--- src/rtl/core/tccw_pkg.sv ---
// Shared constants, types and helpers of the text console character writer.
`default_nettype none

package tccw_pkg;

    localparam int COLS       = 80;
    localparam int ROWS       = 25;
    localparam int TAB_STOP   = 8;
    localparam int CELL_COUNT = ROWS * COLS;
    localparam int COPY_COUNT = (ROWS - 1) * COLS;

    localparam int ROW_W  = 5;
    localparam int COL_W  = 7;
    localparam int ADDR_W = 11;
    localparam int CELL_W = 16;
    localparam int PADDR_W = 3;
    localparam int PDATA_W = 32;

    localparam logic [7:0]        CHAR_TAB   = 8'd9;
    localparam logic [7:0]        CHAR_LF    = 8'd10;
    localparam logic [7:0]        CHAR_CR    = 8'd13;
    localparam logic [7:0]        CHAR_BLANK = 8'h20;
    localparam logic [CELL_W-1:0] RESET_CELL = 16'h0F20;

    typedef enum logic [1:0] {
        MODE_PUT   = 2'd0,
        MODE_CLEAR = 2'd1,
        MODE_READ  = 2'd2
    } mode_t;

    typedef enum logic {
        REG_FG = 1'b0,
        REG_BG = 1'b1
    } reg_idx_t;

    typedef enum logic [2:0] {
        ST_INIT,
        ST_IDLE,
        ST_COPY,
        ST_DRAIN,
        ST_FILL,
        ST_FINISH
    } seq_state_t;

    typedef struct packed {
        logic [1:0]        mode;
        logic [7:0]        char_code;
        logic [ADDR_W-1:0] cell_index;
    } in_t;

    typedef struct packed {
        logic [CELL_W-1:0] cell_value;
        logic [ROW_W-1:0]  cursor_row;
        logic [COL_W-1:0]  cursor_col;
    } out_t;

    typedef struct packed {
        logic       put;
        logic       clear;
        logic [7:0] char_code;
    } cur_cmd_t;

    typedef struct packed {
        logic              write_en;
        logic [ADDR_W-1:0] write_addr;
        logic              scroll;
    } cur_step_t;

    typedef struct packed {
        logic              we;
        logic [ADDR_W-1:0] waddr;
        logic [CELL_W-1:0] wdata;
        logic              re;
        logic [ADDR_W-1:0] raddr;
    } mem_req_t;

    function automatic logic [CELL_W-1:0] make_cell(input logic [3:0] fg,
                                                    input logic [3:0] bg,
                                                    input logic [7:0] ch);
        return {bg, fg, ch};
    endfunction

endpackage

`default_nettype wire

--- src/rtl/core/tccw_cursor.sv ---
// Cursor registers, their reset on clear, and the control-character and wrap decisions of put mode.
`default_nettype none

module tccw_cursor (
    input  wire logic                        clk,
    input  wire logic                        rst_n,
    input  wire tccw_pkg::cur_cmd_t          cmd,
    output tccw_pkg::cur_step_t              step,
    output logic [tccw_pkg::ROW_W-1:0]       row,
    output logic [tccw_pkg::COL_W-1:0]       col
);
    import tccw_pkg::*;

    logic [ROW_W-1:0]  row_reg;
    logic [COL_W-1:0]  col_reg;
    logic [ROW_W-1:0]  row_next;
    logic [COL_W-1:0]  col_next;
    logic [ROW_W-1:0]  put_row;
    logic [COL_W-1:0]  put_col;
    logic [ROW_W-1:0]  nl_row;
    logic              nl_scroll;
    logic [COL_W:0]    tab_col;
    logic [COL_W:0]    inc_col;
    logic [COL_W-1:0]  tab_rem;

    assign tab_rem = COL_W'(col_reg % TAB_STOP);
    assign tab_col = {1'b0, col_reg} + (COL_W + 1)'(TAB_STOP) - {1'b0, tab_rem};
    assign inc_col = {1'b0, col_reg} + (COL_W + 1)'(1);

    always_comb
    begin
        if (row_reg == ROW_W'(ROWS - 1))
        begin
            nl_row    = row_reg;
            nl_scroll = 1'b1;
        end
        else
        begin
            nl_row    = row_reg + ROW_W'(1);
            nl_scroll = 1'b0;
        end
    end

    always_comb
    begin
        step.write_en   = 1'b0;
        step.write_addr = ADDR_W'(row_reg) * ADDR_W'(COLS) + ADDR_W'(col_reg);
        step.scroll     = 1'b0;
        put_row         = row_reg;
        put_col         = col_reg;
        unique case (cmd.char_code)
            CHAR_LF:
            begin
                put_row     = nl_row;
                put_col     = '0;
                step.scroll = nl_scroll;
            end
            CHAR_CR:
            begin
                put_col = '0;
            end
            CHAR_TAB:
            begin
                if (tab_col >= (COL_W + 1)'(COLS))
                begin
                    put_row     = nl_row;
                    put_col     = '0;
                    step.scroll = nl_scroll;
                end
                else
                begin
                    put_col = tab_col[COL_W-1:0];
                end
            end
            default:
            begin
                step.write_en = 1'b1;
                if (inc_col >= (COL_W + 1)'(COLS))
                begin
                    put_row     = nl_row;
                    put_col     = '0;
                    step.scroll = nl_scroll;
                end
                else
                begin
                    put_col = inc_col[COL_W-1:0];
                end
            end
        endcase
    end

    always_comb
    begin
        row_next = row_reg;
        col_next = col_reg;
        if (cmd.clear)
        begin
            row_next = '0;
            col_next = '0;
        end
        else if (cmd.put)
        begin
            row_next = put_row;
            col_next = put_col;
        end
    end

    always_ff @(posedge clk or negedge rst_n)
    begin
        if (!rst_n)
        begin
            row_reg <= '0;
            col_reg <= '0;
        end
        else
        begin
            row_reg <= row_next;
            col_reg <= col_next;
        end
    end

    assign row = row_reg;
    assign col = col_reg;

endmodule

`default_nettype wire

--- config.mk ---
export PLATFORM = sky130hd
export DESIGN_NAME = tccw_cursor
export DESIGN_NICKNAME = d
export VERILOG_FILES = /design/src/rtl/core/tccw_pkg.sv /design/src/rtl/core/tccw_cursor.sv
export SDC_FILE = /design/constraint.sdc
export NUM_CORES = 1
export LEC_CHECK = 0
export BUFFER_PORTS_ARGS = -buffer_cell sky130_fd_sc_hd__clkbuf_2
export CORE_MARGIN = 1
export CORE_UTILIZATION = 26
export DETAILED_ROUTE_END_ITERATION = 8
export SLEW_MARGIN = 20
export SYNTH_ARGS = -nofsm -noshare
export SYNTH_HDL_FRONTEND = slang
export SYNTH_SLANG_ARGS = --single-unit
--- constraint.sdc ---
create_clock -name clk -period 2.2 [get_ports clk]
set_input_delay 0.33 -clock clk [delete_from_list [all_inputs] [get_ports clk]]
set_output_delay 0.33 -clock clk [all_outputs]
set_load 0.01 [all_outputs]
==> impl_metrics.json <==
{
  "fin_area_sq_um": 2350,
  "overall_global_routing_usage_pct": 15.6,
  "crit_chain": "ha_4, ha_4, fa_2, o2111ai_2, xnor2_1, xnor2_1, buf_2",
  "post_synth_xor_area_fraction_pct": 7.34,
  "route.final.wire_length_microns": 4080,
  "ios": 37,
  "postSynthRegisterBits": 12,
  "cp-start-kind": "flop",
  "post-route-util_pct": 49.1,
  "power.sequential.fraction_pct": 33.3,
  "post_synth_instance_area_sq_um": 1310,
  "synth_top_area_cell": "sky130_fd_sc_hd__dfrtp_1",
  "synth_simple_gate_area_share_pct": 23.7,
  "switching_power_mw": 0.193,
  "finalHoldViolCount": 0,
  "post_route_clock_skew_ns": 0.00254,
  "post-place-cells": 287,
  "synth_enable_flop_cells": 0,
  "timing.final.crit_share_pct": 117,
  "layout_commonest_cell": "sky130_fd_sc_hd__buf_4",
  "hold-worst-slack_ns": 0.466,
  "port_buffers": 36,
  "synth_cell_types": 37,
  "dpl_worst_slack_ns": -0.158,
  "antennaDiodeCount": 0,
  "via_count": 1444,
  "final.setup.worst_slack_ns": -0.369,
  "worst-endpoint-arrival_ns": 2.24,
  "complex_gate_fraction_of_the_synthesized_area_pct": 15.3,
  "initial_core_util_pct": 27.4,
  "maxSlewHeadroom_pct": 73.0,
  "cts-root-to-sink-buffers": 2,
  "hp-class": "input pin to flop",
  "detailedRoute.firstIterationViolations": 32,
  "fraction_of_layout_instances_using_a_drive_strength_above_1_pct": 62.6,
  "final.setup.tns_ns": -2.30,
  "path_buf_inv": 1,
  "largest_register_ffs": 7,
  "htree_levels": 1,
  "core_area_sq_um": 4790,
  "synth_top_family_by_area": "simple AND/OR/NAND/NOR gates",
  "final-instance-count-excl-fill": 305,
  "synth_top_area_share_pct": 22.9,
  "most_used_cells_in_the_layout_excluding_fill_and_tap_cells": "sky130_fd_sc_hd__buf_4, sky130_fd_sc_hd__clkbuf_2, sky130_fd_sc_hd__nand2_1",
  "floorplan.die_area_sq_um": 5340,
  "clk_slew_on_worst_s_h_paths_ns": 0.06,
  "clkSinkCount": 12,
  "setup.worst_path.class": "flop to output port",
  "muxShareOfSynthArea_pct": 3.24,
  "gpl.final_weighted_congestion": 0.831,
  "synth_nets": 188,
  "max_freq_ghz": 0.389,
  "synth_fa_ha_area_share_pct": 21.2,
  "die_w_microns": 73.1,
  "cts_tree": "built",
  "cts_root_buf": "sky130_fd_sc_hd__clkbuf_8",
  "tightestPinTransition_ns": 0.405,
  "floorplan.die.height_microns": 73.1,
  "worst_vdd_drop_mv": 0.323,
  "clk-insertion-delay-late_ns": 0.24,
  "synthTopCellsByArea": "sky130_fd_sc_hd__dfrtp_1, sky130_fd_sc_hd__ha_1, sky130_fd_sc_hd__xnor2_1, sky130_fd_sc_hd__a21oi_1, sky130_fd_sc_hd__o21ai_0",
  "clock_power_share_pct": 34.9,
  "setup_viol": 15,
  "synth.avg_cell_area_sq_um": 8.47,
  "layout.nets": 272,
  "cp_slowest_stage_delay_ns": 0.54,
  "path_delay_family": "adder cells",
  "dp_hpwl_microns": 2860,
  "total_power_mw": 0.692,
  "grt_pass1_vias": 1424,
  "power-per-cell-area_nw_per_um2": 294,
  "synth.yosys.seq_area_share_pct": 22.9,
  "cts_inserted_buffers": 3,
  "async_reset_ff_share_pct": 100,
  "switching_share_pct": 27.9,
  "ant_nets": 0,
  "finalCriticalPeriod_ns": 2.57,
  "worst-endpoint-required_ns": 1.87,
  "synth_cells": 155,
  "drt-wirelength-per-cell_microns": 13.4,
  "drtPass1Iterations": 4,
  "ys.warnings.count": 0,
  "combinationalPowerShare_pct": 31.7,
  "timing.critical_path.slowest_stage_cell": "sky130_fd_sc_hd__fa_2",
  "failed_checks": "negative setup slack",
  "drt_drc_violations_left": 0,
  "status": "finished with violations",
  "worstSetupEndpointType": "output port",
  "place_area_sq_um": 1840,
  "grt_pass1_wl_microns": 6470,
  "timing.critical_path.fanout_max": 2,
  "antenna_found_initial": 0,
  "overflow": 0,
  "grt_start_max_net_pins": 20,
  "power.leakage_nw": 1.08,
  "rsz0062_at_grt": "yes",
  "cell_internal_power_mw": 0.499,
  "final_max_slew_viol_count": 0,
  "placement_row_count": 25,
  "postSynth.topFlopCell": "sky130_fd_sc_hd__dfrtp_1",
  "drv.max_cap_violation_count": 0,
  "synth_to_layout_area_growth_pct": 79.1,
  "avgViaCountPerCell": 4.73
}
Yosys cell counts, drive strengths merged (2+ instances only):
cell / number
or3: 4
mux2i: 2
nand2: 13
a21oi: 13
nand4b: 2
inv: 11
xnor2: 9
ha: 19
a21o: 2
nor2b: 3
buf: 4
dfrtp: 12
fa: 2
nor3: 6
nor2: 12
nand4: 5
o21ai: 10
mux2: 2
clkbuf: 3
xor2: 2
nand3: 4
path summary, 6_finish.rpt:
check                        from        to  slack (ns)  cells past startpoint
max in group asynchronous   rst_n    col[0]        1.43                      2
max                        row[3]  step[11]       -0.37                      7
min reg2reg                col[1]    col[1]        0.70                      3
max reg2reg                col[4]    row[4]       -0.24                     11
min                        cmd[8]    row[3]        0.47                      2
min in group asynchronous   rst_n    row[2]        0.51                      2
repair_timing:
item | in CTS | in global routing
setup endpoints to repair | 15 | 17
hold buffers | 1 | 0
gates cloned | 0 | 0
pin swaps | 23 | 27
resized for setup | 35 | 40
setup buffers | 9 | 5
hold endpoints to repair | 12 | 0
final cells by class:
| type | instances | area [sq um] |
|---|---|---|
| clock buffer | 4 | 55.1 |
| fill | 457 | 2430 |
| inverter | 11 | 46.3 |
| multi-input combinational | 125 | 1240 |
| sequential | 12 | 310 |
| tap | 67 | 83.8 |
| timing repair buffer | 86 | 612 |
kinds of logic (layout without fill, tap and decap cells):
| family | count (synthesis) | count (layout) |
|---|---|---|
| mux | 4 | 4 |
| simple gates | 57 | 57 |
| buf+inv | 18 | 101 |
| flops | 12 | 12 |
| fa+ha+maj | 21 | 21 |
| xor+xnor | 11 | 11 |
| compound gates | 32 | 32 |
per-layer routing:
metal / global-route usage (%) / vias up / part of all wire, %
met5: 0 / - / 0
met4: 3.92 / 0 / 0.76
met3: 2.21 / 4 / 1.8
met2: 26.7 / 17 / 50
met1: 20.4 / 710 / 47
li1: - / 713 / -
power groups by stage:
stage | sequential, mW | combinational, mW | clock (mW)
after global placement | 0.234 | 0.143 | 0
after floorplan | 0.242 | 0.0715 | 0
final | 0.230 | 0.219 | 0.242
after detailed placement | 0.234 | 0.144 | 0
after global routing | 0.231 | 0.237 | 0.252
after CTS | 0.231 | 0.187 | 0.248
(Power assumes the default switching activity.)
