$ cat config.mk
export PLATFORM = sky130hd
export DESIGN_NAME = tccw_cfg_regs
export DESIGN_NICKNAME = d
export VERILOG_FILES = /design/src/rtl/core/tccw_pkg.sv /design/src/rtl/core/tccw_cfg_regs.sv
export SDC_FILE = /design/constraint.sdc
export NUM_CORES = 1
export LEC_CHECK = 0
export ABC_CLOCK_PERIOD_IN_PS = 1600
export BUFFER_PORTS_ARGS = -buffer_cell sky130_fd_sc_hd__clkbuf_2
export CAP_MARGIN = 5
export CELL_PAD_IN_SITES_DETAIL_PLACEMENT = 0
export CELL_PAD_IN_SITES_GLOBAL_PLACEMENT = 1
export CORE_MARGIN = 2
export CORE_UTILIZATION = 21
export CTS_CLUSTER_SIZE = 40
export DETAILED_ROUTE_END_ITERATION = 8
export PLACE_DENSITY_LB_ADDON = 0.1
export REMOVE_ABC_BUFFERS = 1
export SYNTH_ARGS = -nofsm -noshare
export SYNTH_HDL_FRONTEND = slang
export SYNTH_SLANG_ARGS = --single-unit
$ cat constraint.sdc
create_clock -name clk -period 1.6 [get_ports clk]
set_input_delay 0.08 -clock clk [delete_from_list [all_inputs] [get_ports clk]]
set_output_delay 0.08 -clock clk [all_outputs]
set_load 0.03 [all_outputs]
$ cat src/rtl/core/tccw_pkg.sv
// Shared constants, types and helpers of the text console character writer.
`default_nettype none

package tccw_pkg;

    localparam int COLS       = 80;
    localparam int ROWS       = 25;
    localparam int TAB_STOP   = 8;
    localparam int CELL_COUNT = ROWS * COLS;
    localparam int COPY_COUNT = (ROWS - 1) * COLS;

    localparam int ROW_W  = 5;
    localparam int COL_W  = 7;
    localparam int ADDR_W = 11;
    localparam int CELL_W = 16;
    localparam int PADDR_W = 3;
    localparam int PDATA_W = 32;

    localparam logic [7:0]        CHAR_TAB   = 8'd9;
    localparam logic [7:0]        CHAR_LF    = 8'd10;
    localparam logic [7:0]        CHAR_CR    = 8'd13;
    localparam logic [7:0]        CHAR_BLANK = 8'h20;
    localparam logic [CELL_W-1:0] RESET_CELL = 16'h0F20;

    typedef enum logic [1:0] {
        MODE_PUT   = 2'd0,
        MODE_CLEAR = 2'd1,
        MODE_READ  = 2'd2
    } mode_t;

    typedef enum logic {
        REG_FG = 1'b0,
        REG_BG = 1'b1
    } reg_idx_t;

    typedef enum logic [2:0] {
        ST_INIT,
        ST_IDLE,
        ST_COPY,
        ST_DRAIN,
        ST_FILL,
        ST_FINISH
    } seq_state_t;

    typedef struct packed {
        logic [1:0]        mode;
        logic [7:0]        char_code;
        logic [ADDR_W-1:0] cell_index;
    } in_t;

    typedef struct packed {
        logic [CELL_W-1:0] cell_value;
        logic [ROW_W-1:0]  cursor_row;
        logic [COL_W-1:0]  cursor_col;
    } out_t;

    typedef struct packed {
        logic       put;
        logic       clear;
        logic [7:0] char_code;
    } cur_cmd_t;

    typedef struct packed {
        logic              write_en;
        logic [ADDR_W-1:0] write_addr;
        logic              scroll;
    } cur_step_t;

    typedef struct packed {
        logic              we;
        logic [ADDR_W-1:0] waddr;
        logic [CELL_W-1:0] wdata;
        logic              re;
        logic [ADDR_W-1:0] raddr;
    } mem_req_t;

    function automatic logic [CELL_W-1:0] make_cell(input logic [3:0] fg,
                                                    input logic [3:0] bg,
                                                    input logic [7:0] ch);
        return {bg, fg, ch};
    endfunction

endpackage

`default_nettype wire

$ cat src/rtl/core/tccw_cfg_regs.sv
// Color registers behind the APB-style configuration port.
`default_nettype none

module tccw_cfg_regs (
    input  wire logic                         clk,
    input  wire logic                         rst_n,
    input  wire logic                         psel,
    input  wire logic                         penable,
    input  wire logic                         pwrite,
    input  wire logic [tccw_pkg::PADDR_W-1:0] paddr,
    input  wire logic [tccw_pkg::PDATA_W-1:0] pwdata,
    output logic      [tccw_pkg::PDATA_W-1:0] prdata,
    output logic                              pready,
    output logic      [3:0]                   fg,
    output logic      [3:0]                   bg
);
    import tccw_pkg::*;

    logic [3:0] fg_reg;
    logic [3:0] bg_reg;
    logic [3:0] fg_next;
    logic [3:0] bg_next;
    logic       wr_en;
    reg_idx_t   idx;

    assign pready = 1'b1;
    assign idx    = reg_idx_t'(paddr[2]);
    assign wr_en  = psel && penable && pwrite && pready;

    always_comb
    begin
        fg_next = fg_reg;
        bg_next = bg_reg;
        prdata  = '0;
        unique case (idx)
            REG_FG:
            begin
                prdata = PDATA_W'(fg_reg);
                if (wr_en)
                begin
                    fg_next = pwdata[3:0];
                end
            end
            REG_BG:
            begin
                prdata = PDATA_W'(bg_reg);
                if (wr_en)
                begin
                    bg_next = pwdata[3:0];
                end
            end
            default:
            begin
                prdata = '0;
            end
        endcase
    end

    always_ff @(posedge clk or negedge rst_n)
    begin
        if (!rst_n)
        begin
            fg_reg <= 4'hF;
            bg_reg <= 4'h0;
        end
        else
        begin
            fg_reg <= fg_next;
            bg_reg <= bg_next;
        end
    end

    assign fg = fg_reg;
    assign bg = bg_reg;

endmodule

`default_nettype wire

==> flow_summary.ini, run 1 <==
[synth]
synth.most_common_cell = buf_4
synthArstFlopShare = 1.00
synth_warnings = 0
synth_area_leaders = buf_4, mux2_2, dfstp_2
ys_ff_latch = 8
synthCells = 53
synth-edff-count = 0
netlist.area_leader.share = 0.362
syn_avg_cell_area_um2 = 11.4
synth_flop_cell = dfstp_2
syn_area_um2 = 602
synth_common_cells = buf_4, mux2_2, dfrtp_1, dfstp_2, conb_1
synth_top_area_cell = buf_4
synth_cell_type_count = 7
ys_seq_area_frac = 0.341

[timing]
slew_viol_final = 0
tns_ns = 0
setup-violations-final = 0
rsz0062_at_grt = false
fin_worst_skew_ns = 0
fin_crit_ns = 1.19
max_freq_mhz = 839
hold_viol = 0
period_share = 0.745

[final_layout]
antenna_cells = 0
fin_util = 0.242
final_nets = 118
fill_cells = 294
syn2layout_area_growth_pct = 9.98
drive_above_1_share = 0.553

[worst_setup_path]
critPathLaunchType = flop
worstPathArrival_ns = 1.11
reg2regPathDepth = 1
crit_fanout = 3
crit_slowest_cell = dfstp_2
setup.worst_path.end_class = output pin
regToRegEndpoint = bg[3]
required_ns = 1.52
cp-endpoint = prdata[3]
cp-startpoint = fg[3]
cp_slowest_stage_delay_ns = 0.54
critPathKind = flop to output pin
crit_chain = mux2_2 -> clkbuf_2
rrSetupSlack_ns = 0.83
rr_startpoint = bg[3]

[clocking]
clk_latency_ns = 0.24
ctsRootBufferMaster = clkbuf_4
ctsResizeCount = 0
clock_path_buffers = 2
post_cts_buffers = 0
cts_inserted_buffers = 3
cts_tree = done
hold_buffers = 1
htree_levels = 1
cts.sinks = 8
clk_pin_slew_ns = 0.05

[pwr]
intPower_w = 0.000459
worst_ir_drop_vdd_mv = 0.476
pwr-share-comb = 0.472
power_frac_clock = 0.177
seqPwrFrac = 0.350
power-per-cell-area_mw_per_mm2 = 1280
p_leak_nw = 0.363
power.switching_w = 0.000386
sw_frac_of_total = 0.457

[detailed_routing]
ant_nets = 0
wl_per_cell_um = 9.49
viasPerCell = 3.41
wirelength_um = 1020
drc_errors = 0
drt_pre_antenna_iters = 2
drt-initial-drc-count = 1
vias = 365

[global_routing]
antenna_found_initial = 0
grt_pass1_wl_um = 1480
grt_pass1_vias = 298
grt_usage = 0.0645
grt_overflow = 0
grt_max_degree = 9

[floorplanning]
die-area_mm2 = 0.00331
die_w_um = 57.5
start_util = 0.220
ios = 81
rows = 19
fp.dieH_um = 57.5
core_area_mm2 = 0.00273

[worst_hold_path]
hp-class = input pin to flop
hold-path-cell-count = 2

[run]
cap_violations = 0

[run_status]
status = finished, final reports clean

[placed_design]
portBuffers = 21
place_hpwl_um = 818
routabilityCongestion = 0.616
==> power groups by stage <==
stage	logic, W	clock network [W]	registers [W]
after floorplan	0.000212	0	0.000387
after global placement	0.000399	0	0.000299
after detailed placement	0.000400	0	0.000299
after CTS	0.000402	0.000162	0.000297
after global routing	0.000421	0.000179	0.000304
final	0.000399	0.000150	0.000296
==> routing by layer <==
metal	wire (um)	GRT usage	vias up
met5	0	0	-
met4	12	0.0598	0
met3	133	0.0227	2
met2	464	0.0909	37
met1	404	0.0753	164
li1	-	-	162
==> critical path: cells and delay by family (launching register included) <==
| kind | cells | cell delay (ns) |
|---|---|---|
| flops | 1 | 0.54 |
| mux | 1 | 0.14 |
| buf+inv | 1 | 0.19 |
==> cells in the final DEF (no fill, tap or decap), drive strengths merged <==
cell type / n
dfstp: 4
dlygate4sd3: 1
nand4: 1
dfrtp: 4
clkbuf: 24
nand4b: 1
conb: 29
mux2: 12
==> layout make-up <==
type	instances	area (um2)	share of cell area
clock buffers	3	22.5	0.0340
multi-input cells	43	280	0.423
flip-flops and latches	8	205	0.310
well taps	31	38.8	0.0586
repair buffers	22	115	0.174
==> metrics by stage <==
stage | hold WS (ns) | std cells | total power [W] | worst slack, ns | instance area (um2)
after floorplan | -0.216 | 51 | 0.000599 | 0.635 | 485
after global placement | -0.0560 | 103 | 0.000698 | 0.665 | 629
after CTS | 0.0711 | 107 | 0.000862 | 0.391 | 662
after global routing | 0.0709 | 107 | 0.000905 | 0.336 | 662
final | 0.0839 | 107 | 0.000845 | 0.408 | 662
after detailed placement | -0.0545 | 103 | 0.000699 | 0.665 | 629
==> kinds of logic after synthesis <==
kind of cell           after synthesis  synth area share
buffers and inverters               29             0.362
flip-flops                           8             0.341
multiplexers                        12             0.225
other                                2            0.0125
AND/OR/NAND/NOR                      2            0.0603
==> worst min path at each step <==
stage / to / startpoint
floorplan: bg[0] / rst_n
global placement: bg[3] / rst_n
detailed placement: bg[3] / rst_n
CTS: bg[3] / pwdata[3]
global route: fg[3] / pwdata[3]
finish: bg[2] / pwdata[2]
(Power assumes the default switching activity.)
==> run 2: changes to the inputs <==
--- a/config.mk
+++ b/config.mk
@@ -5,13 +5,13 @@
 export SDC_FILE = /design/constraint.sdc
 export NUM_CORES = 1
 export LEC_CHECK = 0
-export ABC_CLOCK_PERIOD_IN_PS = 1600
+export ABC_CLOCK_PERIOD_IN_PS = 1100
 export BUFFER_PORTS_ARGS = -buffer_cell sky130_fd_sc_hd__clkbuf_2
 export CAP_MARGIN = 5
 export CELL_PAD_IN_SITES_DETAIL_PLACEMENT = 0
 export CELL_PAD_IN_SITES_GLOBAL_PLACEMENT = 1
 export CORE_MARGIN = 2
-export CORE_UTILIZATION = 21
+export CORE_UTILIZATION = 19
 export CTS_CLUSTER_SIZE = 40
 export DETAILED_ROUTE_END_ITERATION = 8
 export PLACE_DENSITY_LB_ADDON = 0.1
==> constraint.sdc (replaced) <==
create_clock -name clk -period 1.1 [get_ports clk]
set_input_delay 0.055 -clock clk [delete_from_list [all_inputs] [get_ports clk]]
set_output_delay 0.055 -clock clk [all_outputs]
set_load 0.03 [all_outputs]
==> run 2 against run 1 <==
- the flow now finishes with violations (negative setup slack)
- first-iteration DRC count up 100%
- sequential power up 47%
- cell area up 11%
- power up 59%
- cell count up 12%
- clock-buffer cell count unchanged
- largest power group unchanged
==> flow_summary.ini, run 2 (synthesized netlist as in run 1, its figures left out) <==
[final_layout]
most-common-layout-cells = conb_1, clkbuf_2, mux2_2
syn2layout_area_growth_pct = 21.8
layout_commonest_cell = conb_1
fill_cells = 319
drive_above_1_share = 0.553
final_nets = 118
antenna_cells = 0
fin_area_um2 = 733

[timing]
period_share = 1.01
slew_viol_final = 0
fin_worst_skew_ns = 0
max_freq_mhz = 900
fin_hold_ws_ns = 0.0607
worst_slack_ns = -0.0117
fin_crit_ns = 1.11
rsz0062_at_grt = true
hold_viol = 0
setup-violations-final = 3

[detailed_routing]
wirelength_um = 1070
vias = 369
viasPerCell = 3.08
drc_errors = 0
wl_met3_um = 131
drt-initial-drc-count = 2
drt_pre_antenna_iters = 2
routedLengthMet1_um = 481
wl_per_cell_um = 8.93
met2_length_um = 459
ant_nets = 0
top_layer = met3

[worst_hold_path]
hold-path-cell-count = 2
hp-class = input pin to flop

[pwr]
total_power_w = 0.00135
power-per-cell-area_mw_per_mm2 = 1830
worst_ir_drop_vdd_mv = 0.635
p_leak_nw = 0.392

[worst_setup_path]
critPathLaunchType = flop
critPathKind = flop to output pin
cp.depth = 2
required_ns = 1.04
crit_family = flip-flops
crit_chain = mux2_4 -> buf_8
path_buf_inv = 1
cp_slowest_stage_delay_ns = 0.54
worstPathArrival_ns = 1.06
setup.worst_path.end_class = output pin
reg2regPathDepth = 1
crit_fanout = 3
rrSetupSlack_ns = 0.33
crit_slowest_cell = dfstp_2

[floorplanning]
die_w_um = 60.3
core_area_mm2 = 0.00303
rows = 20
fp.dieH_um = 60.3
die-area_mm2 = 0.00363
ios = 81
start_util = 0.199

[clocking]
clock_path_buffers = 2
cts_inserted_buffers = 3
clk_pin_slew_ns = 0.05
clk_latency_ns = 0.24
htree_levels = 1
post_cts_buffers = 0
ctsRootBufferMaster = clkbuf_4
cts_tree = done
cts.sinks = 8

[placed_design]
pre_cts_ws_ns = 0.181
portBuffers = 21
dpl_cell_area_um2 = 646
place_hpwl_um = 845
routabilityCongestion = 0.595

[global_routing]
grt_max_degree = 9
grt_overflow = 0
grt_pass1_vias = 359
grt_pass1_wl_um = 1670
grt_usage = 0.0649
antenna_found_initial = 0

[run_status]
violations = negative setup slack
status = complete, but fails checks

[run]
cap_violations = 0
## run 2: worst paths after layout
check / startpoint / to
setup / recovery: fg[2] / prdata[2]
min in group asynchronous: rst_n / bg[3]
setup reg to reg: bg[0] / bg[0]
hold / removal: pwdata[1] / bg[1]
max in group asynchronous: rst_n / fg[0]
hold reg to reg: bg[1] / bg[1]
## run 2: what timing repair did
item | 4_1_cts | 5_1_grt
resized for setup | 12 | 5
setup endpoints to repair | 4 | 5
endpoints found under the hold margin | 8 | 0
hold buffers | 1 | 0
## run 2: power breakdown
group          switching [W]  total (W)  internal (W)
clock              0.0000915   0.000216      0.000124
combinational       0.000443   0.000694      0.000252
sequential         0.0000501   0.000435      0.000385
## run 2: per-layer routing
metal,vias up,global-route usage
met3,0,0.0238
met4,0,0.0286
met5,-,0
li1,162,-
met2,38,0.0978
met1,169,0.0822
## run 2: per-stage QoR
stage                     utilization  std cells  TNS (ns)
after global placement          0.213        116         0
after CTS                       0.240        120    -0.189
final                           0.242        120   -0.0341
after floorplan                     -         51         0
after detailed placement        0.213        116         0
after global routing            0.242        120    -0.211
## run 2: final cells by class
cell class	instances	area, um2	share of cell area
tap	44	55.1	0.0751
multi-input combinational	43	295	0.403
sequential	8	205	0.280
timing repair buffer	22	155	0.212
clock buffer	3	22.5	0.0307
