--- config.mk ---
export PLATFORM = sky130hd
export DESIGN_NAME = tccw_seq
export DESIGN_NICKNAME = d
export VERILOG_FILES = /design/src/rtl/core/tccw_pkg.sv /design/src/rtl/core/tccw_seq.sv
export SDC_FILE = /design/constraint.sdc
export NUM_CORES = 1
export LEC_CHECK = 0
export BUFFER_PORTS_ARGS = -buffer_cell sky130_fd_sc_hd__buf_2
export CAP_MARGIN = 15
export CORE_MARGIN = 8
export CORE_UTILIZATION = 44
export CTS_BUF_LIST = sky130_fd_sc_hd__clkbuf_2 sky130_fd_sc_hd__clkbuf_4 sky130_fd_sc_hd__clkbuf_8
export DETAILED_ROUTE_END_ITERATION = 8
export GPL_TIMING_DRIVEN = 0
export PLACE_DENSITY_LB_ADDON = 0.25
export SKIP_LAST_GASP = 1
export SLEW_MARGIN = 20
export SYNTH_ARGS = -nofsm -noshare
export SYNTH_HDL_FRONTEND = slang
export SYNTH_SLANG_ARGS = --single-unit
--- constraint.sdc ---
create_clock -name clk -period 2.8 [get_ports clk]
set_input_delay 0.7 -clock clk [delete_from_list [all_inputs] [get_ports clk]]
set_output_delay 0.7 -clock clk [all_outputs]
set_load 0.03 [all_outputs]
--- src/rtl/core/tccw_pkg.sv ---
// Shared constants, types and helpers of the text console character writer.
`default_nettype none

package tccw_pkg;

    localparam int COLS       = 80;
    localparam int ROWS       = 25;
    localparam int TAB_STOP   = 8;
    localparam int CELL_COUNT = ROWS * COLS;
    localparam int COPY_COUNT = (ROWS - 1) * COLS;

    localparam int ROW_W  = 5;
    localparam int COL_W  = 7;
    localparam int ADDR_W = 11;
    localparam int CELL_W = 16;
    localparam int PADDR_W = 3;
    localparam int PDATA_W = 32;

    localparam logic [7:0]        CHAR_TAB   = 8'd9;
    localparam logic [7:0]        CHAR_LF    = 8'd10;
    localparam logic [7:0]        CHAR_CR    = 8'd13;
    localparam logic [7:0]        CHAR_BLANK = 8'h20;
    localparam logic [CELL_W-1:0] RESET_CELL = 16'h0F20;

    typedef enum logic [1:0] {
        MODE_PUT   = 2'd0,
        MODE_CLEAR = 2'd1,
        MODE_READ  = 2'd2
    } mode_t;

    typedef enum logic {
        REG_FG = 1'b0,
        REG_BG = 1'b1
    } reg_idx_t;

    typedef enum logic [2:0] {
        ST_INIT,
        ST_IDLE,
        ST_COPY,
        ST_DRAIN,
        ST_FILL,
        ST_FINISH
    } seq_state_t;

    typedef struct packed {
        logic [1:0]        mode;
        logic [7:0]        char_code;
        logic [ADDR_W-1:0] cell_index;
    } in_t;

    typedef struct packed {
        logic [CELL_W-1:0] cell_value;
        logic [ROW_W-1:0]  cursor_row;
        logic [COL_W-1:0]  cursor_col;
    } out_t;

    typedef struct packed {
        logic       put;
        logic       clear;
        logic [7:0] char_code;
    } cur_cmd_t;

    typedef struct packed {
        logic              write_en;
        logic [ADDR_W-1:0] write_addr;
        logic              scroll;
    } cur_step_t;

    typedef struct packed {
        logic              we;
        logic [ADDR_W-1:0] waddr;
        logic [CELL_W-1:0] wdata;
        logic              re;
        logic [ADDR_W-1:0] raddr;
    } mem_req_t;

    function automatic logic [CELL_W-1:0] make_cell(input logic [3:0] fg,
                                                    input logic [3:0] bg,
                                                    input logic [7:0] ch);
        return {bg, fg, ch};
    endfunction

endpackage

`default_nettype wire

--- src/rtl/core/tccw_seq.sv ---
// Sequencer: item intake, store walks for scroll, clear and reset, and the result register.
`default_nettype none

module tccw_seq (
    input  wire logic                        clk,
    input  wire logic                        rst_n,
    input  wire logic                        req_valid,
    input  wire tccw_pkg::in_t               req_data,
    output logic                             req_stall,
    output logic                             rsp_valid,
    input  wire logic                        rsp_stall,
    output tccw_pkg::out_t                   rsp_data,
    input  wire logic [3:0]                  fg,
    input  wire logic [3:0]                  bg,
    output tccw_pkg::cur_cmd_t               cmd,
    input  wire tccw_pkg::cur_step_t         step,
    input  wire logic [tccw_pkg::ROW_W-1:0]  row,
    input  wire logic [tccw_pkg::COL_W-1:0]  col,
    output tccw_pkg::mem_req_t               mem_req,
    input  wire logic [tccw_pkg::CELL_W-1:0] rdata
);
    import tccw_pkg::*;

    seq_state_t        state_reg;
    seq_state_t        state_next;
    logic [ADDR_W-1:0] cnt_reg;
    logic [ADDR_W-1:0] cnt_next;
    logic              pend_reg;
    logic              pend_next;
    logic [ADDR_W-1:0] pend_addr_reg;
    logic [ADDR_W-1:0] pend_addr_next;
    logic [CELL_W-1:0] fill_reg;
    logic [CELL_W-1:0] fill_next;
    logic              rd_sel_reg;
    logic              rd_sel_next;
    logic              out_valid_reg;
    logic              out_valid_next;
    out_t              out_reg;
    out_t              out_next;
    logic              accept;
    logic [CELL_W-1:0] blank;

    assign req_stall = (state_reg != ST_IDLE);
    assign accept    = req_valid && !req_stall;
    assign blank     = make_cell(fg, bg, CHAR_BLANK);

    always_comb
    begin
        cmd.put       = accept && (req_data.mode == MODE_PUT);
        cmd.clear     = accept && (req_data.mode == MODE_CLEAR);
        cmd.char_code = req_data.char_code;
    end

    always_comb
    begin
        state_next     = state_reg;
        cnt_next       = cnt_reg;
        pend_next      = 1'b0;
        pend_addr_next = pend_addr_reg;
        fill_next      = fill_reg;
        rd_sel_next    = rd_sel_reg;
        out_valid_next = out_valid_reg && rsp_stall;
        out_next       = out_reg;
        mem_req.we     = pend_reg;
        mem_req.waddr  = pend_addr_reg;
        mem_req.wdata  = rdata;
        mem_req.re     = 1'b0;
        mem_req.raddr  = req_data.cell_index;

        unique case (state_reg)
            ST_INIT:
            begin
                mem_req.we    = 1'b1;
                mem_req.waddr = cnt_reg;
                mem_req.wdata = RESET_CELL;
                if (cnt_reg == ADDR_W'(CELL_COUNT - 1))
                begin
                    cnt_next   = '0;
                    state_next = ST_IDLE;
                end
                else
                begin
                    cnt_next = cnt_reg + ADDR_W'(1);
                end
            end
            ST_IDLE:
            begin
                if (accept)
                begin
                    rd_sel_next = 1'b0;
                    cnt_next    = '0;
                    fill_next   = blank;
                    state_next  = ST_FINISH;
                    case (req_data.mode)
                        MODE_PUT:
                        begin
                            mem_req.we    = step.write_en;
                            mem_req.waddr = step.write_addr;
                            mem_req.wdata = make_cell(fg, bg, req_data.char_code);
                            if (step.scroll)
                            begin
                                state_next = ST_COPY;
                            end
                        end
                        MODE_CLEAR:
                        begin
                            state_next = ST_FILL;
                        end
                        MODE_READ:
                        begin
                            if (req_data.cell_index < ADDR_W'(CELL_COUNT))
                            begin
                                mem_req.re  = 1'b1;
                                rd_sel_next = 1'b1;
                            end
                        end
                        default:
                        begin
                            state_next = ST_FINISH;
                        end
                    endcase
                end
            end
            ST_COPY:
            begin
                mem_req.re     = 1'b1;
                mem_req.raddr  = cnt_reg + ADDR_W'(COLS);
                pend_next      = 1'b1;
                pend_addr_next = cnt_reg;
                cnt_next       = cnt_reg + ADDR_W'(1);
                if (cnt_reg == ADDR_W'(COPY_COUNT - 1))
                begin
                    state_next = ST_DRAIN;
                end
            end
            ST_DRAIN:
            begin
                state_next = ST_FILL;
            end
            ST_FILL:
            begin
                mem_req.we    = 1'b1;
                mem_req.waddr = cnt_reg;
                mem_req.wdata = fill_reg;
                if (cnt_reg == ADDR_W'(CELL_COUNT - 1))
                begin
                    state_next = ST_FINISH;
                end
                else
                begin
                    cnt_next = cnt_reg + ADDR_W'(1);
                end
            end
            ST_FINISH:
            begin
                if (!out_valid_reg || !rsp_stall)
                begin
                    out_next.cell_value = rd_sel_reg ? rdata : '0;
                    out_next.cursor_row = row;
                    out_next.cursor_col = col;
                    out_valid_next      = 1'b1;
                    state_next          = ST_IDLE;
                end
            end
            default:
            begin
                state_next = ST_IDLE;
            end
        endcase
    end

    always_ff @(posedge clk or negedge rst_n)
    begin
        if (!rst_n)
        begin
            state_reg     <= ST_INIT;
            cnt_reg       <= '0;
            pend_reg      <= 1'b0;
            rd_sel_reg    <= 1'b0;
            out_valid_reg <= 1'b0;
        end
        else
        begin
            state_reg     <= state_next;
            cnt_reg       <= cnt_next;
            pend_reg      <= pend_next;
            rd_sel_reg    <= rd_sel_next;
            out_valid_reg <= out_valid_next;
        end
    end

    always_ff @(posedge clk)
    begin
        pend_addr_reg <= pend_addr_next;
        fill_reg      <= fill_next;
        out_reg       <= out_next;
    end

    assign rsp_valid = out_valid_reg;
    assign rsp_data  = out_reg;

endmodule

`default_nettype wire

==> report_table.html, run 1 <==
<table>
<tr><th>Metric</th><th>Value</th></tr>
<tr><th colspan="2">Synth</th></tr>
<tr><td>Top post-synthesis cells by count</td><td>sky130_fd_sc_hd__nand2_1 (57), sky130_fd_sc_hd__edfxtp_1 (47), sky130_fd_sc_hd__o21ai_0 (21), sky130_fd_sc_hd__and2_1 (17), sky130_fd_sc_hd__dfrtp_1 (17)</td></tr>
<tr><td>Synthesized instance count</td><td>319</td></tr>
<tr><td>Share of synthesized cell area in and, or, nand and nor gates</td><td>16.79%</td></tr>
<tr><td>Largest area contributor in the synthesized netlist</td><td>sky130_fd_sc_hd__edfxtp_1</td></tr>
<tr><td>Fraction of the yosys area taken by sequential cells</td><td>54.29%</td></tr>
<tr><td>Synth area leaders</td><td>sky130_fd_sc_hd__edfxtp_1 (42%), sky130_fd_sc_hd__dfrtp_1 (13%), sky130_fd_sc_hd__nand2_1 (6.3%), sky130_fd_sc_hd__mux2i_1 (3.3%), sky130_fd_sc_hd__and2_1 (3.1%)</td></tr>
<tr><td>Flop and latch count out of synthesis</td><td>64</td></tr>
<tr><td>Synthesized netlist net count</td><td>396</td></tr>
<tr><td>Number of flops mapped to enable cells by yosys</td><td>47</td></tr>
<tr><td>Synth Area in Adders</td><td>1.109%</td></tr>
<tr><td>Number of distinct library cell variants in the gate-level netlist after synthesis</td><td>45</td></tr>
<tr><td>Main combinational cell family by area after synthesis</td><td>compound AO/OA/AOI/OAI gates</td></tr>
<tr><td>Area fraction of the dominant cell type after synthesis</td><td>41.72%</td></tr>
<tr><td>Count of yosys warnings during synthesis</td><td>0</td></tr>
<tr><td>Proportion of synthesized flip-flops having asynchronous set or reset</td><td>26.56%</td></tr>
<tr><td>Syn Area/Cell</td><td>10.61 um^2</td></tr>
<tr><td>Library cell with the highest instance count after synthesis</td><td>sky130_fd_sc_hd__nand2_1</td></tr>
<tr><td>Synth Area in XOR/XNOR</td><td>1.294%</td></tr>
<tr><td>Cell Area, Synth</td><td>3383 um^2</td></tr>
<tr><td>Compound-cell area share of the yosys netlist</td><td>17.31%</td></tr>
<tr><td>Main flop type after synthesis</td><td>sky130_fd_sc_hd__edfxtp_1</td></tr>
<tr><td>Post-synthesis mux area share</td><td>3.254%</td></tr>
<tr><th colspan="2">Die</th></tr>
<tr><td>Boundary Pins</td><td>154</td></tr>
<tr><td>Initial core utilization</td><td>44.47%</td></tr>
<tr><td>Die Area</td><td>10750 um^2</td></tr>
<tr><td>Die X-Extent</td><td>103.7 um</td></tr>
<tr><td>Core outline area</td><td>7607 um^2</td></tr>
<tr><td>Die Height</td><td>103.7 um</td></tr>
<tr><td>Num rows</td><td>32</td></tr>
<tr><th colspan="2">Clock network</th></tr>
<tr><td>CTS Buffer Depth</td><td>2</td></tr>
<tr><td>Clock tree from TritonCTS</td><td>yes</td></tr>
<tr><td>CTS H-Tree Depth</td><td>3</td></tr>
<tr><td>Clock slew seen by the registers of the worst setup and hold paths</td><td>0.07 ns</td></tr>
<tr><td>Later-pin clock latency in the skew report</td><td>0.34 ns</td></tr>
<tr><td>Number of clock buffers inserted by TritonCTS</td><td>9</td></tr>
<tr><td>Sinks on the clock net</td><td>64</td></tr>
<tr><td>CTS Root Cell</td><td>sky130_fd_sc_hd__clkbuf_8</td></tr>
<tr><th colspan="2">Finish</th></tr>
<tr><td>Synth-to-layout area growth</td><td>40.72%</td></tr>
<tr><td>Fraction of layout instances using a drive strength above 1</td><td>44.25%</td></tr>
<tr><td>Post-layout net count</td><td>576</td></tr>
<tr><td>Final antenna diode count</td><td>0</td></tr>
<tr><td>Number of flip-flops in the largest register</td><td>28</td></tr>
<tr><th colspan="2">Routing</th></tr>
<tr><td>Number of violations reported at the end of detailed-routing iteration 0</td><td>139</td></tr>
<tr><td>DR WL/cell</td><td>17.33 um</td></tr>
<tr><td>DRC violation count after routing</td><td>0</td></tr>
<tr><td>Vias per inst</td><td>5.302</td></tr>
<tr><td>Vias</td><td>3213</td></tr>
<tr><td>Residual antenna-violating net count after detailed routing</td><td>0</td></tr>
<tr><td>Post-detailed-routing wire length</td><td>10500 um</td></tr>
<tr><td>Count of TritonRoute iterations in the first routing pass</td><td>4</td></tr>
<tr><th colspan="2">Place</th></tr>
<tr><td>Number of I/O port buffers</td><td>153</td></tr>
<tr><td>Dpl hpwl</td><td>7928 um</td></tr>
<tr><td>GPL Wtd Cong</td><td>0.8966</td></tr>
<tr><td>Dpl ws</td><td>-0.2671 ns</td></tr>
<tr><th colspan="2">Setup path</th></tr>
<tr><td>Cell type with the highest occurrence count on the critical path</td><td>sky130_fd_sc_hd__buf_6</td></tr>
<tr><td>Top Family by Delay on Critical Path</td><td>simple AND/OR/NAND/NOR gates</td></tr>
<tr><td>Worst reg2reg endpoint</td><td>rsp_data[19]</td></tr>
<tr><td>Delay contributed by the slowest stage of the critical path</td><td>0.54 ns</td></tr>
<tr><td>Critical Path, Cell by Cell</td><td>buf_6 &gt; nor3b_4 &gt; buf_6 &gt; nand2_4 &gt; or4b_4 &gt; nand2_2 &gt; buf_6</td></tr>
<tr><td>Reg2Reg Setup Slack</td><td>0.46 ns</td></tr>
<tr><td>CP Launch Type</td><td>register</td></tr>
<tr><td>Number of cells on the worst reg-to-reg path</td><td>4</td></tr>
<tr><td>Type of the worst setup path</td><td>register to output port</td></tr>
<tr><td>Cell with the biggest individual delay on the critical path</td><td>sky130_fd_sc_hd__or4b_4</td></tr>
<tr><td>Top fanout value on the critical path</td><td>4</td></tr>
<tr><td>Critical Path End Type</td><td>output port</td></tr>
<tr><td>Req. time, crit path</td><td>2.10 ns</td></tr>
<tr><td>Data arrival time at the worst-slack endpoint</td><td>2.08 ns</td></tr>
<tr><td>Worst path buffer plus inverter count</td><td>3</td></tr>
<tr><td>Source of the worst register-to-register timing path</td><td>state_reg[2]</td></tr>
<tr><th colspan="2">GRT</th></tr>
<tr><td>Pin count of the biggest net entering global routing</td><td>29</td></tr>
<tr><td>Vias in the first global route</td><td>3308</td></tr>
<tr><td>Total global-route track usage</td><td>19.17%</td></tr>
<tr><td>Total gr overflow</td><td>0</td></tr>
<tr><td>Wire length of the first global-routing pass</td><td>16840 um</td></tr>
<tr><td>Number of antenna violations at the first check in global routing</td><td>0</td></tr>
<tr><th colspan="2">STA</th></tr>
<tr><td>Setup repair after global routing missed its margin</td><td>true</td></tr>
<tr><td>Slew at the pin closest to its max-slew limit</td><td>0.8454 ns</td></tr>
<tr><td>Setup clock skew after layout</td><td>0.008674 ns</td></tr>
<tr><td>Ratio of final minimum period to clock period</td><td>99.28%</td></tr>
<tr><td>Crit path time final</td><td>2.780 ns</td></tr>
<tr><td>Final slew viol count</td><td>0</td></tr>
<tr><td>PnR worst setup slack</td><td>0.02009 ns</td></tr>
<tr><td>Total of endpoints with negative setup slack in the final report</td><td>0</td></tr>
<tr><td>Number of failing hold endpoints at the final stage</td><td>0</td></tr>
<tr><td>Relative max-transition margin</td><td>43.52%</td></tr>
<tr><td>Max frequency</td><td>0.3597 GHz</td></tr>
<tr><th colspan="2">Hold path</th></tr>
<tr><td>Worst min-delay path category</td><td>primary input to async pin</td></tr>
<tr><th colspan="2">Power and ir drop</th></tr>
<tr><td>Worst voltage drop across the vdd grid</td><td>0.3055 mV</td></tr>
<tr><td>Total chip power</td><td>0.004430 W</td></tr>
<tr><td>LEAKAGE</td><td>2.222 nW</td></tr>
<tr><td>Power density of the placed cells</td><td>930.5 nW/um^2</td></tr>
<tr><th colspan="2">Job</th></tr>
<tr><td>Max-Cap Viols</td><td>0</td></tr>
<tr><th colspan="2">Status</th></tr>
<tr><td>Result of the run</td><td>finished clean</td></tr>
</table>
[timing repair]
action / CTS / global route
buffers inserted: 6 / 9
endpoints found under the hold margin: 0 / 0
hold buffers: 0 / 0
pin swaps: 2 / 4
setup endpoints to repair: 34 / 27
gates resized for setup: 21 / 20
cloned: 0 / 1
[final cells by class]
type,count,area (um^2)
Sequential cell,64,1837
Tap cell,102,127.6
Timing Repair Buffer,169,930.9
Buffer,28,191.4
Multi-Input combinational cell,213,1389
Clock inverter,7,105.1
Inverter,14,56.30
Clock buffer,9,123.9
Fill cell,662,2846
[cell families after synthesis]
family | count (synthesis)
multiplexers | 11
adder cells (fa/ha/maj) | 3
AND/OR/NAND/NOR | 111
XOR/XNOR | 5
buffers and inverters | 42
flip-flops | 64
AO/OA/AOI/OAI | 83
[report_power, final]
part,internal (W),switching [W]
Sequential,0.00131,0.000110
Clock,0.000511,0.000388
Combinational,0.000679,0.00144
Total,0.00250,0.00193
[worst max path at each step]
stage,endpoint,cells past startpoint,slack (ns),from
2_1_floorplan,mem_req[4],6,0.11,state_reg[1]
3_3_place_gp,mem_req[32],7,-0.26,req_valid
3_5_place_dp,mem_req[32],7,-0.27,req_valid
4_1_cts,mem_req[34],6,-0.0008,state_reg[1]
5_1_grt,mem_req[11],7,-0.06,state_reg[1]
6_report,mem_req[11],7,0.02,state_reg[1]
[stage by stage]
stage | util, % | cell area, um^2 | hold WS, ns | instances | TNS (ns)
floorplan | - | 3387 | 0.4044 | 319 | 0
global placement | 56.27 | 4280 | 0.4264 | 574 | -6.928
detailed placement | 56.37 | 4288 | 0.4371 | 574 | -4.963
CTS | 60.71 | 4618 | 0.2865 | 596 | -0.0007780
global route | 62.58 | 4761 | 0.2971 | 606 | -0.6662
finish | 62.58 | 4761 | 0.2901 | 606 | 0
[cells in the final DEF, fill, tap and decap left out, types with 2 or more instances in the layout]
cell type                      n
sky130_fd_sc_hd__clkbuf_1      5
sky130_fd_sc_hd__nor3b_4       2
sky130_fd_sc_hd__nor2_1        4
sky130_fd_sc_hd__a211oi_1      3
sky130_fd_sc_hd__o21bai_1      6
sky130_fd_sc_hd__nand4_1       3
sky130_fd_sc_hd__edfxtp_1     47
sky130_fd_sc_hd__nor3b_1       2
sky130_fd_sc_hd__a211o_1       3
sky130_fd_sc_hd__a21oi_1      13
sky130_fd_sc_hd__a22oi_1       6
sky130_fd_sc_hd__or3_1         2
sky130_fd_sc_hd__buf_4        29
sky130_fd_sc_hd__xor2_1        4
sky130_fd_sc_hd__clkbuf_8      9
sky130_fd_sc_hd__clkbuf_2      2
sky130_fd_sc_hd__clkinvlp_4    2
sky130_fd_sc_hd__and3_1        6
sky130_fd_sc_hd__dfrtp_1      17
sky130_fd_sc_hd__nor4_1        2
sky130_fd_sc_hd__ha_1          3
sky130_fd_sc_hd__buf_6         4
sky130_fd_sc_hd__inv_1        13
sky130_fd_sc_hd__a22o_1        7
sky130_fd_sc_hd__nand3_1       8
sky130_fd_sc_hd__and2_1       17
sky130_fd_sc_hd__bufinv_16     2
sky130_fd_sc_hd__or4_1         2
sky130_fd_sc_hd__clkinv_4      3
sky130_fd_sc_hd__buf_2       149
sky130_fd_sc_hd__a32oi_1       4
sky130_fd_sc_hd__nand2_1      55
sky130_fd_sc_hd__a221o_1       9
sky130_fd_sc_hd__mux2i_1      11
sky130_fd_sc_hd__o21ai_0      20
sky130_fd_sc_hd__clkbuf_4      6
[metal layers]
metal	track usage [%]	part of all wire, %
met2	33.32	50
met1	21.82	41
met3	6.815	8.2
met4	4.860	0.98
met5	0	0
No activity file was read; power rests on OpenSTA's default activity.
==> inputs of run 2 (changes only) <==
- CORE_MARGIN: 8 -> 1.5
==> run 2 against run 1 <==
Effect of this change:
- final cell count fell by 0.66%
- critical path depth is 1 lower
- critical path type is now primary input to output port
- register-to-register slack better by 0.12 ns
- sequential share of layout area grew 0.44 points
- total power decreased by 3.3%
- combinational power fell by 2%
- largest cell class unchanged
- largest power group unchanged
- maximum frequency down 0.30%
- core utilization up 1.6 points
==> report_table.html, run 2 (synthesis results as in run 1) <==
<table>
<tr><th>Metric</th><th>Value</th></tr>
<tr><th colspan="2">Setup path</th></tr>
<tr><td>Delay contributed by the slowest stage of the critical path</td><td>0.32 ns (was 0.54 ns)</td></tr>
<tr><td>Cell with the biggest individual delay on the critical path</td><td>sky130_fd_sc_hd__nor3b_4 (was sky130_fd_sc_hd__or4b_4)</td></tr>
<tr><td>Req. time, crit path</td><td>2.10 ns (about the same)</td></tr>
<tr><td>Data arrival time at the worst-slack endpoint</td><td>2.09 ns (was 2.08 ns)</td></tr>
<tr><td>Type of the worst setup path</td><td>primary input to output port (was register to output port)</td></tr>
<tr><td>CP Launch Type</td><td>primary input (was register)</td></tr>
<tr><td>Top fanout value on the critical path</td><td>10 (was 4)</td></tr>
<tr><td>Cell type with the highest occurrence count on the critical path</td><td>sky130_fd_sc_hd__buf_2 (was sky130_fd_sc_hd__buf_6)</td></tr>
<tr><td>Top Family by Delay on Critical Path</td><td>buffers and inverters (was simple AND/OR/NAND/NOR gates)</td></tr>
<tr><td>Critical Path End Type</td><td>output port (unchanged)</td></tr>
<tr><td>Critical Path, Cell by Cell</td><td>buf_2 &gt; nor3b_4 &gt; a21oi_2 &gt; clkbuf_4 &gt; a221o_1 &gt; buf_2 (was buf_6 &gt; nor3b_4 &gt; buf_6 &gt; nand2_4 &gt; or4b_4 &gt; nand2_2 &gt; buf_6)</td></tr>
<tr><td>Worst path buffer plus inverter count</td><td>3 (unchanged)</td></tr>
<tr><th colspan="2">Finish</th></tr>
<tr><td>Post-Layout Cell Count</td><td>602 (was 606)</td></tr>
<tr><td>Number of flip-flops in the largest register</td><td>28 (unchanged)</td></tr>
<tr><td>Fraction of layout instances using a drive strength above 1</td><td>44.73% (was 44.25%)</td></tr>
<tr><td>Storage element area</td><td>1837 um^2 (unchanged)</td></tr>
<tr><td>Synth-to-layout area growth</td><td>39.13% (was 40.72%)</td></tr>
<tr><td>Post-layout net count</td><td>575 (was 576)</td></tr>
<tr><td>Area of all placed cells without fillers</td><td>4707 um^2 (was 4761 um^2)</td></tr>
<tr><td>Area used by multi-input combinational logic</td><td>1389 um^2 (unchanged)</td></tr>
<tr><td>Final antenna diode count</td><td>0 (unchanged)</td></tr>
<tr><td>Final core area utilization</td><td>64.21% (was 62.58%)</td></tr>
<tr><td>Layout filler cell count</td><td>629 (was 662)</td></tr>
<tr><td>Most common library cell in the layout ignoring fill and taps</td><td>sky130_fd_sc_hd__buf_2 (unchanged)</td></tr>
<tr><td>Top library cells by usage in the layout, fill and taps aside</td><td>sky130_fd_sc_hd__buf_2 (147), sky130_fd_sc_hd__nand2_1 (55), sky130_fd_sc_hd__edfxtp_1 (47), sky130_fd_sc_hd__buf_4 (27), sky130_fd_sc_hd__o21ai_0 (19) (was sky130_fd_sc_hd__buf_2 (149), sky130_fd_sc_hd__nand2_1 (55), sky130_fd_sc_hd__edfxtp_1 (47), sky130_fd_sc_hd__buf_4 (29), sky130_fd_sc_hd__o21ai_0 (20))</td></tr>
<tr><th colspan="2">GRT</th></tr>
<tr><td>Total global-route track usage</td><td>23.32% (was 19.17%)</td></tr>
<tr><td>Global Route met2 Usage</td><td>40.04% (was 33.32%)</td></tr>
<tr><td>Met1 routing resource usage after global routing</td><td>28.62% (was 21.82%)</td></tr>
<tr><td>Wire length of the first global-routing pass</td><td>14870 um (was 16840 um)</td></tr>
<tr><td>Layer with the highest usage</td><td>met2 (unchanged)</td></tr>
<tr><td>Total gr overflow</td><td>0 (unchanged)</td></tr>
<tr><td>Vias in the first global route</td><td>2973 (was 3308)</td></tr>
<tr><td>GR Layer Usage met3</td><td>5.556% (was 6.815%)</td></tr>
<tr><td>Pin count of the biggest net entering global routing</td><td>29 (unchanged)</td></tr>
<tr><td>Number of antenna violations at the first check in global routing</td><td>0 (unchanged)</td></tr>
<tr><th colspan="2">Place</th></tr>
<tr><td>Placed Area</td><td>4284 um^2 (was 4288 um^2)</td></tr>
<tr><td>Number of I/O port buffers</td><td>153 (unchanged)</td></tr>
<tr><td>Dpl hpwl</td><td>7235 um (was 7928 um)</td></tr>
<tr><td>GPL Wtd Cong</td><td>0.8985 (was 0.8966)</td></tr>
<tr><td>Total placed cells including tap cells</td><td>571 (was 574)</td></tr>
<tr><th colspan="2">Routing</th></tr>
<tr><td>Count of TritonRoute iterations in the first routing pass</td><td>4 (unchanged)</td></tr>
<tr><td>Vias per inst</td><td>5.309 (was 5.302)</td></tr>
<tr><td>Number of violations reported at the end of detailed-routing iteration 0</td><td>127 (was 139)</td></tr>
<tr><td>Post-detailed-routing wire length</td><td>9856 um (was 10500 um)</td></tr>
<tr><td>DRC violation count after routing</td><td>0 (unchanged)</td></tr>
<tr><td>Residual antenna-violating net count after detailed routing</td><td>0 (unchanged)</td></tr>
<tr><td>DR WL/cell</td><td>16.37 um (was 17.33 um)</td></tr>
<tr><td>Vias</td><td>3196 (was 3213)</td></tr>
<tr><th colspan="2">STA</th></tr>
<tr><td>Total of endpoints with negative setup slack in the final report</td><td>0 (unchanged)</td></tr>
<tr><td>Setup repair after global routing missed its margin</td><td>true (unchanged)</td></tr>
<tr><td>Crit path time final</td><td>2.788 ns (was 2.780 ns)</td></tr>
<tr><td>Setup clock skew after layout</td><td>0.01287 ns (was 0.008674 ns)</td></tr>
<tr><td>Slew at the pin closest to its max-slew limit</td><td>0.8296 ns (was 0.8454 ns)</td></tr>
<tr><td>Max frequency</td><td>0.3587 GHz (was 0.3597 GHz)</td></tr>
<tr><td>Number of failing hold endpoints at the final stage</td><td>0 (unchanged)</td></tr>
<tr><td>Ratio of final minimum period to clock period</td><td>99.58% (was 99.28%)</td></tr>
<tr><td>Final slew viol count</td><td>0 (unchanged)</td></tr>
<tr><td>Relative max-transition margin</td><td>44.57% (was 43.52%)</td></tr>
<tr><th colspan="2">Clock network</th></tr>
<tr><td>Count of hold buffers inserted by post-cts repair</td><td>0 (unchanged)</td></tr>
<tr><td>CTS Buffer Depth</td><td>2 (unchanged)</td></tr>
<tr><td>Clock slew seen by the registers of the worst setup and hold paths</td><td>0.08 ns (was 0.07 ns)</td></tr>
<tr><td>Number of clock buffers inserted by TritonCTS</td><td>9 (unchanged)</td></tr>
<tr><td>CTS H-Tree Depth</td><td>3 (unchanged)</td></tr>
<tr><td>CTS Root Cell</td><td>sky130_fd_sc_hd__clkbuf_8 (unchanged)</td></tr>
<tr><td>Later-pin clock latency in the skew report</td><td>0.34 ns (about the same)</td></tr>
<tr><td>Sinks on the clock net</td><td>64 (unchanged)</td></tr>
<tr><td>Clock tree from TritonCTS</td><td>yes (unchanged)</td></tr>
<tr><th colspan="2">Power and ir drop</th></tr>
<tr><td>Power density of the placed cells</td><td>910.1 nW/um^2 (was 930.5 nW/um^2)</td></tr>
<tr><td>Worst voltage drop across the vdd grid</td><td>0.3253 mV (was 0.3055 mV)</td></tr>
<tr><td>LEAKAGE</td><td>2.194 nW (was 2.222 nW)</td></tr>
<tr><th colspan="2">Die</th></tr>
<tr><td>Core outline area</td><td>7331 um^2 (was 7607 um^2)</td></tr>
<tr><td>Die Area</td><td>8225 um^2 (was 10750 um^2)</td></tr>
<tr><td>Boundary Pins</td><td>154 (unchanged)</td></tr>
<tr><td>Initial core utilization</td><td>46.15% (was 44.47%)</td></tr>
<tr><td>Num rows</td><td>31 (was 32)</td></tr>
<tr><td>Die Height</td><td>90.69 um (was 103.7 um)</td></tr>
<tr><td>Die X-Extent</td><td>90.69 um (was 103.7 um)</td></tr>
<tr><th colspan="2">Job</th></tr>
<tr><td>Max-Cap Viols</td><td>0 (unchanged)</td></tr>
<tr><th colspan="2">Status</th></tr>
<tr><td>Result of the run</td><td>finished clean (unchanged)</td></tr>
<tr><th colspan="2">Hold path</th></tr>
<tr><td>Worst min-delay path category</td><td>primary input to async pin (unchanged)</td></tr>
</table>
run 2: cell types whose count changed in the layout (fill, tap and decap cells not counted), sizes merged:
cell | before | now
buf | 183 | 182
bufinv | 2 | 1
inv | 14 | 13
clkinvlp | 2 | 4
run 2: worst paths after layout:
check,startpoint,end,slack [ns],cells after the start
worst min-delay path,rst_n,cnt_reg[0],0.28,1
max in group asynchronous,rst_n,state_reg[2],2.23,1
min in group clk,cnt_reg[7],pend_addr_reg[7],0.45,0
worst max-delay path,req_valid,mem_req[31],0.01,6
worst max register to register,cnt_reg[0],cnt_reg[4],0.58,6
worst min register to register,cnt_reg[7],pend_addr_reg[7],0.45,0
run 2: layer usage:
layer  wire length (um)  part of all wire [%]
met5                  0                     0
met2               4923                    50
met1               4073                    41
met3                719                   7.3
met4                140                   1.4
run 2: area by class of cell:
cell class                 instances  area share (%)
sequential                        64           39.02
multi-input combinational        213           29.51
timing repair buffer             167           19.25
buffer                            28           4.226
clock buffer                      10           2.791
tap                               99           2.632
clock inverter                     6           1.276
inverter                          14           1.196
timing repair inverter             1          0.1063
run 2: power by group:
group	switching [W]	leakage, nW	internal [W]	total (W)
combinational	0.00140	1.42	0.000668	0.00207
clock	0.000373	0.0955	0.000416	0.000789
sequential	0.000116	0.675	0.00131	0.00142
total	0.00189	2.19	0.00239	0.00428
run 2: repair_timing:
action                     CTS  global route
buffers inserted             7             7
gates cloned                 0             1
pin swaps                    2             4
setup endpoints to repair   36            34
gates resized for setup     18            32
run 2: per-stage QoR:
stage | TNS, ns | hold slack [ns] | setup slack [ns] | power [W]
floorplan | 0 | 0.4044 | 0.1140 | 0.002773
global placement | -7.145 | 0.4223 | -0.2860 | 0.003321
detailed placement | -5.343 | 0.4283 | -0.3129 | 0.003355
CTS | -0.005824 | 0.2928 | -0.004739 | 0.004208
global route | -0.2966 | 0.3050 | -0.05197 | 0.004496
finish | 0 | 0.2772 | 0.01179 | 0.004284
